**src/design/terminal_key_decoder_cursor_assert.svh**
```systemverilog
// Assertion macros shared by the decoder RTL.
`ifndef TERMINAL_KEY_DECODER_CURSOR_ASSERT_SVH
`define TERMINAL_KEY_DECODER_CURSOR_ASSERT_SVH

// Same-cycle implication.
`define TKD_ASSERT_IMPL(label, clk, rst_n, ante, cons, msg) \
  label: assert property (@(posedge clk) disable iff (!rst_n) (ante) |-> (cons)) \
    else $error(msg);

// Next-cycle implication.
`define TKD_ASSERT_NEXT(label, clk, rst_n, ante, cons, msg) \
  label: assert property (@(posedge clk) disable iff (!rst_n) (ante) |=> (cons)) \
    else $error(msg);

`endif

```
**src/design/tkd_pkg.sv**
```systemverilog
`timescale 1ns / 1ps
`default_nettype none

package tkd_pkg;

  typedef logic [8:0] tkd_key_t;

  typedef struct packed {
    logic [7:0] data_byte;
    logic       timed_out;
  } tkd_in_t;

  typedef struct packed {
    logic [8:0] key_code;
    logic [7:0] cursor_x;
    logic [7:0] cursor_y;
    logic       quit;
  } tkd_out_t;

  // front -> queue
  typedef struct packed {
    logic     push;
    tkd_key_t key;
  } tkd_push_t;

  // queue -> front/back
  typedef struct packed {
    logic full;
    logic empty;
  } tkd_qstat_t;

  typedef enum logic [3:0] {
    PH_IDLE  = 4'b0001,
    PH_ESC   = 4'b0010,
    PH_SEQ1  = 4'b0100,
    PH_DIGIT = 4'b1000
  } tkd_phase_t;

  localparam logic [0:0] REG_ROWS = 1'b0;
  localparam logic [0:0] REG_COLS = 1'b1;

  localparam logic [8:0] ROWS_RST = 9'd24;
  localparam logic [8:0] COLS_RST = 9'd80;

  localparam tkd_key_t K_ESC   = 9'd27;
  localparam tkd_key_t K_CTRLX = 9'd24;
  localparam tkd_key_t K_LEFT  = 9'd256;
  localparam tkd_key_t K_RIGHT = 9'd257;
  localparam tkd_key_t K_UP    = 9'd258;
  localparam tkd_key_t K_DOWN  = 9'd259;
  localparam tkd_key_t K_DEL   = 9'd260;
  localparam tkd_key_t K_HOME  = 9'd261;
  localparam tkd_key_t K_END   = 9'd262;
  localparam tkd_key_t K_PGUP  = 9'd263;
  localparam tkd_key_t K_PGDN  = 9'd264;

  localparam logic [7:0] CH_ESC   = 8'h1b;
  localparam logic [7:0] CH_LBRK  = 8'h5b;  // '['
  localparam logic [7:0] CH_TILDE = 8'h7e;  // '~'
  localparam logic [7:0] CH_0     = 8'h30;
  localparam logic [7:0] CH_1     = 8'h31;
  localparam logic [7:0] CH_3     = 8'h33;
  localparam logic [7:0] CH_4     = 8'h34;
  localparam logic [7:0] CH_5     = 8'h35;
  localparam logic [7:0] CH_6     = 8'h36;
  localparam logic [7:0] CH_7     = 8'h37;
  localparam logic [7:0] CH_8     = 8'h38;
  localparam logic [7:0] CH_9     = 8'h39;
  localparam logic [7:0] CH_A     = 8'h41;
  localparam logic [7:0] CH_B     = 8'h42;
  localparam logic [7:0] CH_C     = 8'h43;
  localparam logic [7:0] CH_D     = 8'h44;
  localparam logic [7:0] CH_E     = 8'h45;
  localparam logic [7:0] CH_F     = 8'h46;
  localparam logic [7:0] CH_H     = 8'h48;
  localparam logic [7:0] CH_O     = 8'h4f;

endpackage

`default_nettype wire

```
**src/design/tkd_front.sv**
```systemverilog
`timescale 1ns / 1ps
`default_nettype none
`include "terminal_key_decoder_cursor_assert.svh"

module tkd_front
  import tkd_pkg::*;
(
  input  wire logic       clk,
  input  wire logic       rst_n,
  input  wire logic       in_valid,
  output logic            in_ready,
  input  wire tkd_in_t    in_data,
  input  wire tkd_qstat_t qstat,
  output tkd_push_t       push_o
);

  tkd_phase_t phase_r, phase_nxt;
  logic [7:0] first_r, first_nxt;
  logic [7:0] second_r, second_nxt;
  logic       accept;
  logic [7:0] b;

  function automatic tkd_key_t decode_bracket(input logic [7:0] c);
    tkd_key_t k;
    case (c)
      CH_A:    k = K_UP;
      CH_B:    k = K_DOWN;
      CH_C:    k = K_RIGHT;
      CH_D:    k = K_LEFT;
      CH_H:    k = K_HOME;
      CH_F:    k = K_END;
      default: k = K_ESC;
    endcase
    return k;
  endfunction

  function automatic tkd_key_t decode_tilde(input logic [7:0] d);
    tkd_key_t k;
    case (d)
      CH_1, CH_7: k = K_HOME;
      CH_4, CH_8: k = K_END;
      CH_3:       k = K_DEL;
      CH_5:       k = K_PGUP;
      CH_6:       k = K_PGDN;
      default:    k = K_ESC;
    endcase
    return k;
  endfunction

  assign in_ready = !qstat.full;
  assign accept   = in_valid && in_ready;
  assign b        = in_data.data_byte;

  always_comb begin
    phase_nxt   = phase_r;
    first_nxt   = first_r;
    second_nxt  = second_r;
    push_o.push = 1'b0;
    push_o.key  = K_ESC;
    if (accept) begin
      if (in_data.timed_out) begin
        if (phase_r != PH_IDLE) begin
          push_o.push = 1'b1;
          phase_nxt   = PH_IDLE;
        end
      end else begin
        case (phase_r)
          PH_ESC: begin
            first_nxt = b;
            phase_nxt = PH_SEQ1;
          end
          PH_SEQ1: begin
            phase_nxt = PH_IDLE;
            if (first_r == CH_LBRK) begin
              if (b inside {[CH_0:CH_9]}) begin
                second_nxt = b;
                phase_nxt  = PH_DIGIT;
              end else begin
                push_o.push = 1'b1;
                push_o.key  = decode_bracket(b);
              end
            end else if (first_r == CH_O) begin
              push_o.push = 1'b1;
              push_o.key  = (b == CH_H) ? K_HOME : ((b == CH_E) ? K_END : K_ESC);
            end else begin
              push_o.push = 1'b1;
            end
          end
          PH_DIGIT: begin
            phase_nxt   = PH_IDLE;
            push_o.push = 1'b1;
            push_o.key  = (b == CH_TILDE) ? decode_tilde(second_r) : K_ESC;
          end
          default: begin
            if (b == CH_ESC) begin
              phase_nxt = PH_ESC;
            end else begin
              push_o.push = 1'b1;
              push_o.key  = {1'b0, b};
            end
          end
        endcase
      end
    end
  end

  always_ff @(posedge clk) begin
    if (!rst_n) begin
      phase_r  <= PH_IDLE;
      first_r  <= '0;
      second_r <= '0;
    end else begin
      phase_r  <= phase_nxt;
      first_r  <= first_nxt;
      second_r <= second_nxt;
    end
  end

  `TKD_ASSERT_IMPL(a_idle_tmo_silent, clk, rst_n, accept && in_data.timed_out && phase_r == PH_IDLE, !push_o.push, "timeout while idle produced a key")
  `TKD_ASSERT_NEXT(a_esc_enters_seq, clk, rst_n, accept && !in_data.timed_out && phase_r == PH_IDLE && in_data.data_byte == CH_ESC, phase_r == PH_ESC, "ESC did not start a sequence")

endmodule

`default_nettype wire

```
**src/design/tkd_queue.sv**
```systemverilog
`timescale 1ns / 1ps
`default_nettype none
`include "terminal_key_decoder_cursor_assert.svh"

module tkd_queue
  import tkd_pkg::*;
(
  input  wire logic      clk,
  input  wire logic      rst_n,
  input  wire tkd_push_t push_i,
  input  wire logic      pop,
  output tkd_qstat_t     stat,
  output tkd_key_t       head
);

  tkd_key_t   mem_r [2];
  logic       wr_ptr_r, wr_ptr_nxt;
  logic       rd_ptr_r, rd_ptr_nxt;
  logic [1:0] cnt_r, cnt_nxt;

  assign stat.full  = cnt_r == 2'd2;
  assign stat.empty = cnt_r == 2'd0;
  assign head       = mem_r[rd_ptr_r];

  always_comb begin
    wr_ptr_nxt = push_i.push ? ~wr_ptr_r : wr_ptr_r;
    rd_ptr_nxt = pop ? ~rd_ptr_r : rd_ptr_r;
    cnt_nxt    = cnt_r + {1'b0, push_i.push} - {1'b0, pop};
  end

  always_ff @(posedge clk) begin
    if (push_i.push) begin
      mem_r[wr_ptr_r] <= push_i.key;
    end
  end

  always_ff @(posedge clk) begin
    if (!rst_n) begin
      wr_ptr_r <= 1'b0;
      rd_ptr_r <= 1'b0;
      cnt_r    <= 2'd0;
    end else begin
      wr_ptr_r <= wr_ptr_nxt;
      rd_ptr_r <= rd_ptr_nxt;
      cnt_r    <= cnt_nxt;
    end
  end

  `TKD_ASSERT_IMPL(a_no_overflow, clk, rst_n, push_i.push, !stat.full, "key pushed into full queue")
  `TKD_ASSERT_IMPL(a_no_underflow, clk, rst_n, pop, !stat.empty, "key popped from empty queue")

endmodule

`default_nettype wire

```
**src/design/tkd_back.sv**
```systemverilog
`timescale 1ns / 1ps
`default_nettype none
`include "terminal_key_decoder_cursor_assert.svh"

module tkd_back
  import tkd_pkg::*;
#(
  parameter int COORD_BITS = 8
) (
  input  wire logic       clk,
  input  wire logic       rst_n,
  input  wire logic       cfg_we,
  input  wire logic [0:0] cfg_index,
  input  wire logic [8:0] cfg_wdata,
  input  wire tkd_qstat_t qstat,
  input  wire tkd_key_t   head,
  output logic            pop,
  output logic            out_valid,
  input  wire logic       out_ready,
  output tkd_out_t        out_data
);

  localparam int LW = (COORD_BITS > 9) ? COORD_BITS : 9;
  localparam int XW = (COORD_BITS > 8) ? COORD_BITS : 8;
  localparam logic [LW-1:0] CMAX = LW'({COORD_BITS{1'b1}});

  logic [8:0] rows_r, cols_r;
  logic [COORD_BITS-1:0] col_r, col_nxt, row_r, row_nxt;
  logic [COORD_BITS-1:0] lx, ly;
  logic [8:0] lim_x, lim_y;
  logic [LW-1:0] lim_x_w, lim_y_w;
  logic [XW-1:0] cx_w, cy_w;
  logic out_valid_r;
  tkd_out_t out_r;

  // last column/row: size 0 acts as 1, capped at the coordinate range
  always_comb begin
    lim_x   = (cols_r == 9'd0) ? 9'd0 : cols_r - 9'd1;
    lim_y   = (rows_r == 9'd0) ? 9'd0 : rows_r - 9'd1;
    lim_x_w = LW'(lim_x);
    lim_y_w = LW'(lim_y);
    lx = (lim_x_w > CMAX) ? CMAX[COORD_BITS-1:0] : lim_x_w[COORD_BITS-1:0];
    ly = (lim_y_w > CMAX) ? CMAX[COORD_BITS-1:0] : lim_y_w[COORD_BITS-1:0];
  end

  assign pop = !qstat.empty && (!out_valid_r || out_ready);

  always_comb begin
    col_nxt = col_r;
    row_nxt = row_r;
    case (head)
      K_LEFT:  col_nxt = (col_r != '0) ? col_r - 1'b1 : col_r;
      K_RIGHT: col_nxt = (col_r >= lx) ? lx : col_r + 1'b1;
      K_UP:    row_nxt = (row_r != '0) ? row_r - 1'b1 : row_r;
      K_DOWN:  row_nxt = (row_r >= ly) ? ly : row_r + 1'b1;
      K_HOME:  col_nxt = '0;
      K_END:   col_nxt = lx;
      K_PGUP:  row_nxt = '0;
      K_PGDN:  row_nxt = ly;
      default: ;
    endcase
    cx_w = XW'(col_nxt);
    cy_w = XW'(row_nxt);
  end

  always_ff @(posedge clk) begin
    if (!rst_n) begin
      rows_r <= ROWS_RST;
      cols_r <= COLS_RST;
    end else if (cfg_we) begin
      if (cfg_index == REG_ROWS) begin
        rows_r <= cfg_wdata;
      end else begin
        cols_r <= cfg_wdata;
      end
    end
  end

  always_ff @(posedge clk) begin
    if (!rst_n) begin
      col_r       <= '0;
      row_r       <= '0;
      out_valid_r <= 1'b0;
    end else begin
      if (pop) begin
        col_r       <= col_nxt;
        row_r       <= row_nxt;
        out_valid_r <= 1'b1;
      end else if (out_ready) begin
        out_valid_r <= 1'b0;
      end
    end
  end

  always_ff @(posedge clk) begin
    if (pop) begin
      out_r.key_code <= head;
      out_r.cursor_x <= cx_w[7:0];
      out_r.cursor_y <= cy_w[7:0];
      out_r.quit     <= head == K_CTRLX;
    end
  end

  assign out_valid = out_valid_r;
  assign out_data  = out_r;

  `TKD_ASSERT_NEXT(a_pop_shows, clk, rst_n, pop, out_valid_r && out_r.key_code == $past(head), "popped key not presented")

endmodule

`default_nettype wire

```
**src/design/terminal_key_decoder_cursor.sv**
```systemverilog
// An accepted item goes through the key queue, then the output register, to out_*.
// Throughput: one item per cycle while in_ready is high; the two-entry key queue
// and the output register let the parser and the cursor stage stall independently.
// Items that end inside an escape sequence (or a timeout while idle) give no result.
// Reset (rst_n low, synchronous): parser idle, cursor at 0,0, queue and output empty,
// screen_rows = 24, screen_cols = 80.
`timescale 1ns / 1ps
`default_nettype none

module terminal_key_decoder_cursor
  import tkd_pkg::*;
#(
  parameter int COORD_BITS = 8
) (
  input  wire logic       clk,
  input  wire logic       rst_n,
  input  wire logic       in_valid,
  output logic            in_ready,
  input  wire tkd_in_t    in_data,
  output logic            out_valid,
  input  wire logic       out_ready,
  output tkd_out_t        out_data,
  input  wire logic       cfg_we,
  input  wire logic [0:0] cfg_index,
  input  wire logic [8:0] cfg_wdata
);

  tkd_push_t  push;
  tkd_qstat_t qstat;
  tkd_key_t   head;
  logic       pop;

  tkd_front u_front (
    .clk      (clk),
    .rst_n    (rst_n),
    .in_valid (in_valid),
    .in_ready (in_ready),
    .in_data  (in_data),
    .qstat    (qstat),
    .push_o   (push)
  );

  tkd_queue u_queue (
    .clk    (clk),
    .rst_n  (rst_n),
    .push_i (push),
    .pop    (pop),
    .stat   (qstat),
    .head   (head)
  );

  tkd_back #(
    .COORD_BITS (COORD_BITS)
  ) u_back (
    .clk       (clk),
    .rst_n     (rst_n),
    .cfg_we    (cfg_we),
    .cfg_index (cfg_index),
    .cfg_wdata (cfg_wdata),
    .qstat     (qstat),
    .head      (head),
    .pop       (pop),
    .out_valid (out_valid),
    .out_ready (out_ready),
    .out_data  (out_data)
  );

endmodule

`default_nettype wire

```
**config.mk**
```make
export PLATFORM = sky130hd
export DESIGN_NAME = terminal_key_decoder_cursor
export DESIGN_NICKNAME = d
export VERILOG_FILES = /design/src/design/tkd_pkg.sv /design/src/design/tkd_front.sv /design/src/design/tkd_queue.sv /design/src/design/tkd_back.sv /design/src/design/terminal_key_decoder_cursor.sv
export VERILOG_INCLUDE_DIRS = /design/src /design/src/design
export SDC_FILE = /design/constraint.sdc
export NUM_CORES = 1
export LEC_CHECK = 0
export BUFFER_PORTS_ARGS = -buffer_cell sky130_fd_sc_hd__clkbuf_2
export CAP_MARGIN = 20
export CORE_ASPECT_RATIO = 0.5
export CORE_MARGIN = 2
export CORE_UTILIZATION = 43
export CTS_BUF_LIST = sky130_fd_sc_hd__clkbuf_2 sky130_fd_sc_hd__clkbuf_4 sky130_fd_sc_hd__clkbuf_8
export DETAILED_ROUTE_END_ITERATION = 10
export PLACE_DENSITY = 0.66
export SLEW_MARGIN = 20
export SYNTH_ARGS = -nofsm -noshare
export SYNTH_HDL_FRONTEND = slang
export SYNTH_SLANG_ARGS = --single-unit
```
**constraint.sdc**
```tcl
create_clock -name clk -period 2.99 [get_ports clk]
set_input_delay 0.1495 -clock clk [delete_from_list [all_inputs] [get_ports clk]]
set_output_delay 0.1495 -clock clk [all_outputs]
set_load 0.03 [all_outputs]
```
==> flow_summary.ini <==
[global_route]
grt_pass1_vias = 5338
grt_pass1_wl_mm = 25.6
gr-total-overflow = 0
grt_usage = 0.199
grt_max_degree = 38
antenna_found_initial = 0

[place]
port_buffers = 51
place_hpwl_mm = 11.4
place_area_sq_mm = 0.00717
gp_congestion = 0.923
place_ws_ps = -188

[finish]
area_growth_pct = 22.9
fillers = 1321
stdcell_area_sq_mm = 0.00779
multi_input_area_sq_mm = 0.00389
diodes = 0
final_net_count = 878
layout-drive-gt1-share = 0.259
regArea_sq_mm = 0.00253
utilization = 0.540

[pwr]
peakVddDrop_v = 0.000260
seqPwrFrac = 0.465
intPower_uw = 2480
comb_power_share = 0.324
leakage_uw = 0.00305
power.density_mw_per_mm2 = 504
p_clk_frac = 0.211
p_switching_uw = 1440
p_sw_frac = 0.367

[sta]
min_period_over_period = 1.08
tightest_slew_ps = 629
skew_ps = 12.3
grt_setup_unrepaired = true
holdWs_ps = 23.7
finalCriticalPeriod_ps = 3230
setup_ws_ps = -236
tns_ps = -1400
fmax_ghz = 0.310
setup_viol = 15
maxSlewViolCount = 0
max_slew_margin = 0.578
hold_viol = 0

[critical_path]
crit_buf_inv = 0
r2r-start = u_back.cols_r[5]$_SDFFE_PN0P_
reg2reg_depth = 12
startpoint_type = flop
critPathRequiredTime_ps = 3120
crit_top_cell = a211oi_2
worstPathMaxFanout = 4
max_stage_delay_ps = 540
rr_endpoint = u_back.out_data[9]$_DFFE_PP_
critPathCaptureType = flop
worstPathArrival_ps = 3350
critical_path_class = flop to flop
crit_family = compound AO/OA/AOI/OAI gates
reg2reg_slack_ps = -240
slowest_stage = or4_4
crit_chain = or4_4 -> or3_4 -> a21oi_4 -> a21oi_2 -> ha_1 -> nand2b_4 -> a211oi_2 -> o221a_2 -> nor2_4 -> a21o_4 -> a211oi_2 -> o21ai_1
crit_cells = 12

[synth]
yosys.cell_count.top_type = nand2_1
synthMuxAreaShare = 0.0472
async_flop_share = 0
synth_compound_area_frac = 0.183
ys_warn_count = 0
yosys.area_share.simple = 0.219
syn_inst = 731
ys_ff_latch = 104
syn_area_sq_mm = 0.00634
synth_top_family_by_area = simple AND/OR/NAND/NOR gates
syn_avg_cell_area_sq_um = 8.67
yosysSeqAreaShare = 0.398
synth_cell_types = 67
synth_edf_count = 44
postSynth.topFlopCell = dfxtp_1
synth_xor_area_frac = 0.0539
synthAdderAreaFrac = 0.0553
synth.top_cell.area_share = 0.208
yosysTopAreaCell = edfxtp_1
ys_top_cells_by_count = nand2_1 (73), a21oi_1 (72), nor2_1 (68)
synthTopCellsByArea = edfxtp_1 (21%), dfxtp_1 (19%), a21oi_1 (5.7%)
synth_fp_nets = 783

[die]
die_y_um = 89.9
dieArea_sq_mm = 0.0158
die_w_um = 176
ioPinCount = 52
core_sq_mm = 0.0144
rows = 31
start_util = 0.439

[clock_tree]
clk_latency_ps = 380
numCtsBuffers = 9
ctsRootBufferMaster = clkbuf_8
clkTransAtPathRegs_ps = 100
cts_tree = yes
htreeDepth = 3
clockBufferDepth = 2
cts.sinks = 104

[route]
drt_iter0_drc = 463
wirelength_mm = 15.8
routed_via_density = 5.64
ant_nets = 0
vias = 5806
wl_per_cell_um = 15.4
drcViolationCount = 0
first_pass_iters = 5

[worst_hold_path]
hold_depth = 3
hold_class = primary input to flop
holdPathEnd = u_back.cols_r[3]$_SDFFE_PN0P_
hp-start = cfg_wdata[3]

[status]
status = finished with violations
violations = setup timing

[job]
drv_cap = 0
kinds of logic (layout without fill, tap and decap cells):
| family | count (synthesis) | after routing |
|---|---|---|
| xor+xnor | 39 | 39 |
| buf+inv | 72 | 172 |
| simple gates | 277 | 277 |
| compound gates | 182 | 182 |
| fa+ha+maj | 28 | 28 |
| mux | 29 | 29 |
| flops | 104 | 104 |
worst reg2reg max path, cell delays in order (launching register included):
cell and delay, ps:
dfxtp_2 340, or4_4 540, or3_4 390, a21oi_4 140
a21oi_2 60, ha_1 280, nand2b_4 140, a211oi_2 170
o221a_2 290, nor2_4 70, a21o_4 240, a211oi_2 220
o21ai_1 110
cells in the final DEF (no fill, tap or decap), drive strengths merged, types with 4 or more instances in the layout:
master | synthesis | layout
nand3b | 9 | 9
and3 | 10 | 10
nand2b | 13 | 13
o221ai | 6 | 6
or2 | 4 | 4
xor2 | 14 | 14
a21oi | 72 | 72
dfxtp | 60 | 60
nor3 | 22 | 22
mux2 | 7 | 7
nor2 | 68 | 68
o221a | 5 | 5
or3 | 5 | 5
clkbuf | 29 | 60
nor4b | 4 | 4
mux2i | 22 | 22
edfxtp | 44 | 44
a211oi | 12 | 12
o21a | 8 | 8
a21boi | 4 | 4
ha | 28 | 28
and2 | 5 | 5
dlygate4sd3 | 0 | 7
nand2 | 73 | 73
nand4b | 4 | 4
o21ai | 29 | 29
buf | 9 | 64
a21o | 4 | 4
nand3 | 29 | 29
nor4 | 6 | 6
xnor2 | 25 | 25
inv | 31 | 34
clkinv | 3 | 5
o22ai | 8 | 8
nor2b | 7 | 7
o31ai | 6 | 6
a22oi | 4 | 4
a31oi | 6 | 6
registers in the layout, indices dropped and copies added (netlist names), named ones only:
signal / flops
u_queue.rd_ptr_r: 1
u_back.col_r: 8
u_front.phase_r: 4
u_back.row_r: 8
u_back.out_valid: 1
u_back.out_data: 26
u_front.second_r: 8
u_front.first_r: 8
u_back.rows_r: 9
u_queue.wr_ptr_r: 1
u_back.cols_r: 9
u_queue.mem_r: 18
u_queue.cnt_r: 2
through the flow:
stage / std cells / power, uW
after CTS: 1027 / 3910
after global routing: 1029 / 4140
final: 1029 / 3920
after global placement: 1002 / 3050
after floorplan: 731 / 2660
after detailed placement: 1002 / 3060
layout make-up:
| cell class | count | share of cell area |
|---|---|---|
| repair buffers | 122 | 0.105 |
| flip-flops and latches | 104 | 0.325 |
| clock inverters | 7 | 0.00690 |
| inverters | 34 | 0.0164 |
| well taps | 198 | 0.0318 |
| multi-input cells | 555 | 0.499 |
| clock buffers | 9 | 0.0159 |
repair_timing:
item	CTS	global route
pin swaps	14	28
gates resized for setup	16	61
hold buffers	7	0
setup buffers	2	2
setup endpoints to repair	28	32
endpoints found under the hold margin	11	0
power groups by stage:
stage / clock (uW) / combinational, uW / sequential [uW]
6_report: 827 / 1270 / 1820
5_1_grt: 909 / 1380 / 1850
4_1_cts: 856 / 1230 / 1820
3_5_place_dp: 0 / 1210 / 1850
3_3_place_gp: 0 / 1190 / 1850
2_1_floorplan: 0 / 562 / 2100
worst max-delay path by stage:
stage / startpoint / end
after floorplan: u_back.cols_r[5]$_SDFFE_PN0P_ / u_back.out_data[9]$_DFFE_PP_
after global placement: u_back.cols_r[5]$_SDFFE_PN0P_ / u_back.out_data[9]$_DFFE_PP_
after detailed placement: u_back.cols_r[5]$_SDFFE_PN0P_ / u_back.out_data[9]$_DFFE_PP_
after CTS: u_back.cols_r[5]$_SDFFE_PN0P_ / u_back.out_data[9]$_DFFE_PP_
after global routing: u_back.cols_r[5]$_SDFFE_PN0P_ / u_back.out_data[9]$_DFFE_PP_
final: u_back.cols_r[5]$_SDFFE_PN0P_ / u_back.out_data[9]$_DFFE_PP_
routing by layer:
layer	vias to the layer above	part of all wire	wire length (um)	global-route usage
li1	2837	-	-	-
met2	153	0.48	7640	0.329
met1	2800	0.45	7140	0.267
met5	-	0	0	0
met4	0	0.011	170	0.0496
met3	16	0.054	862	0.0427
No activity file was read; power rests on OpenSTA's default activity.
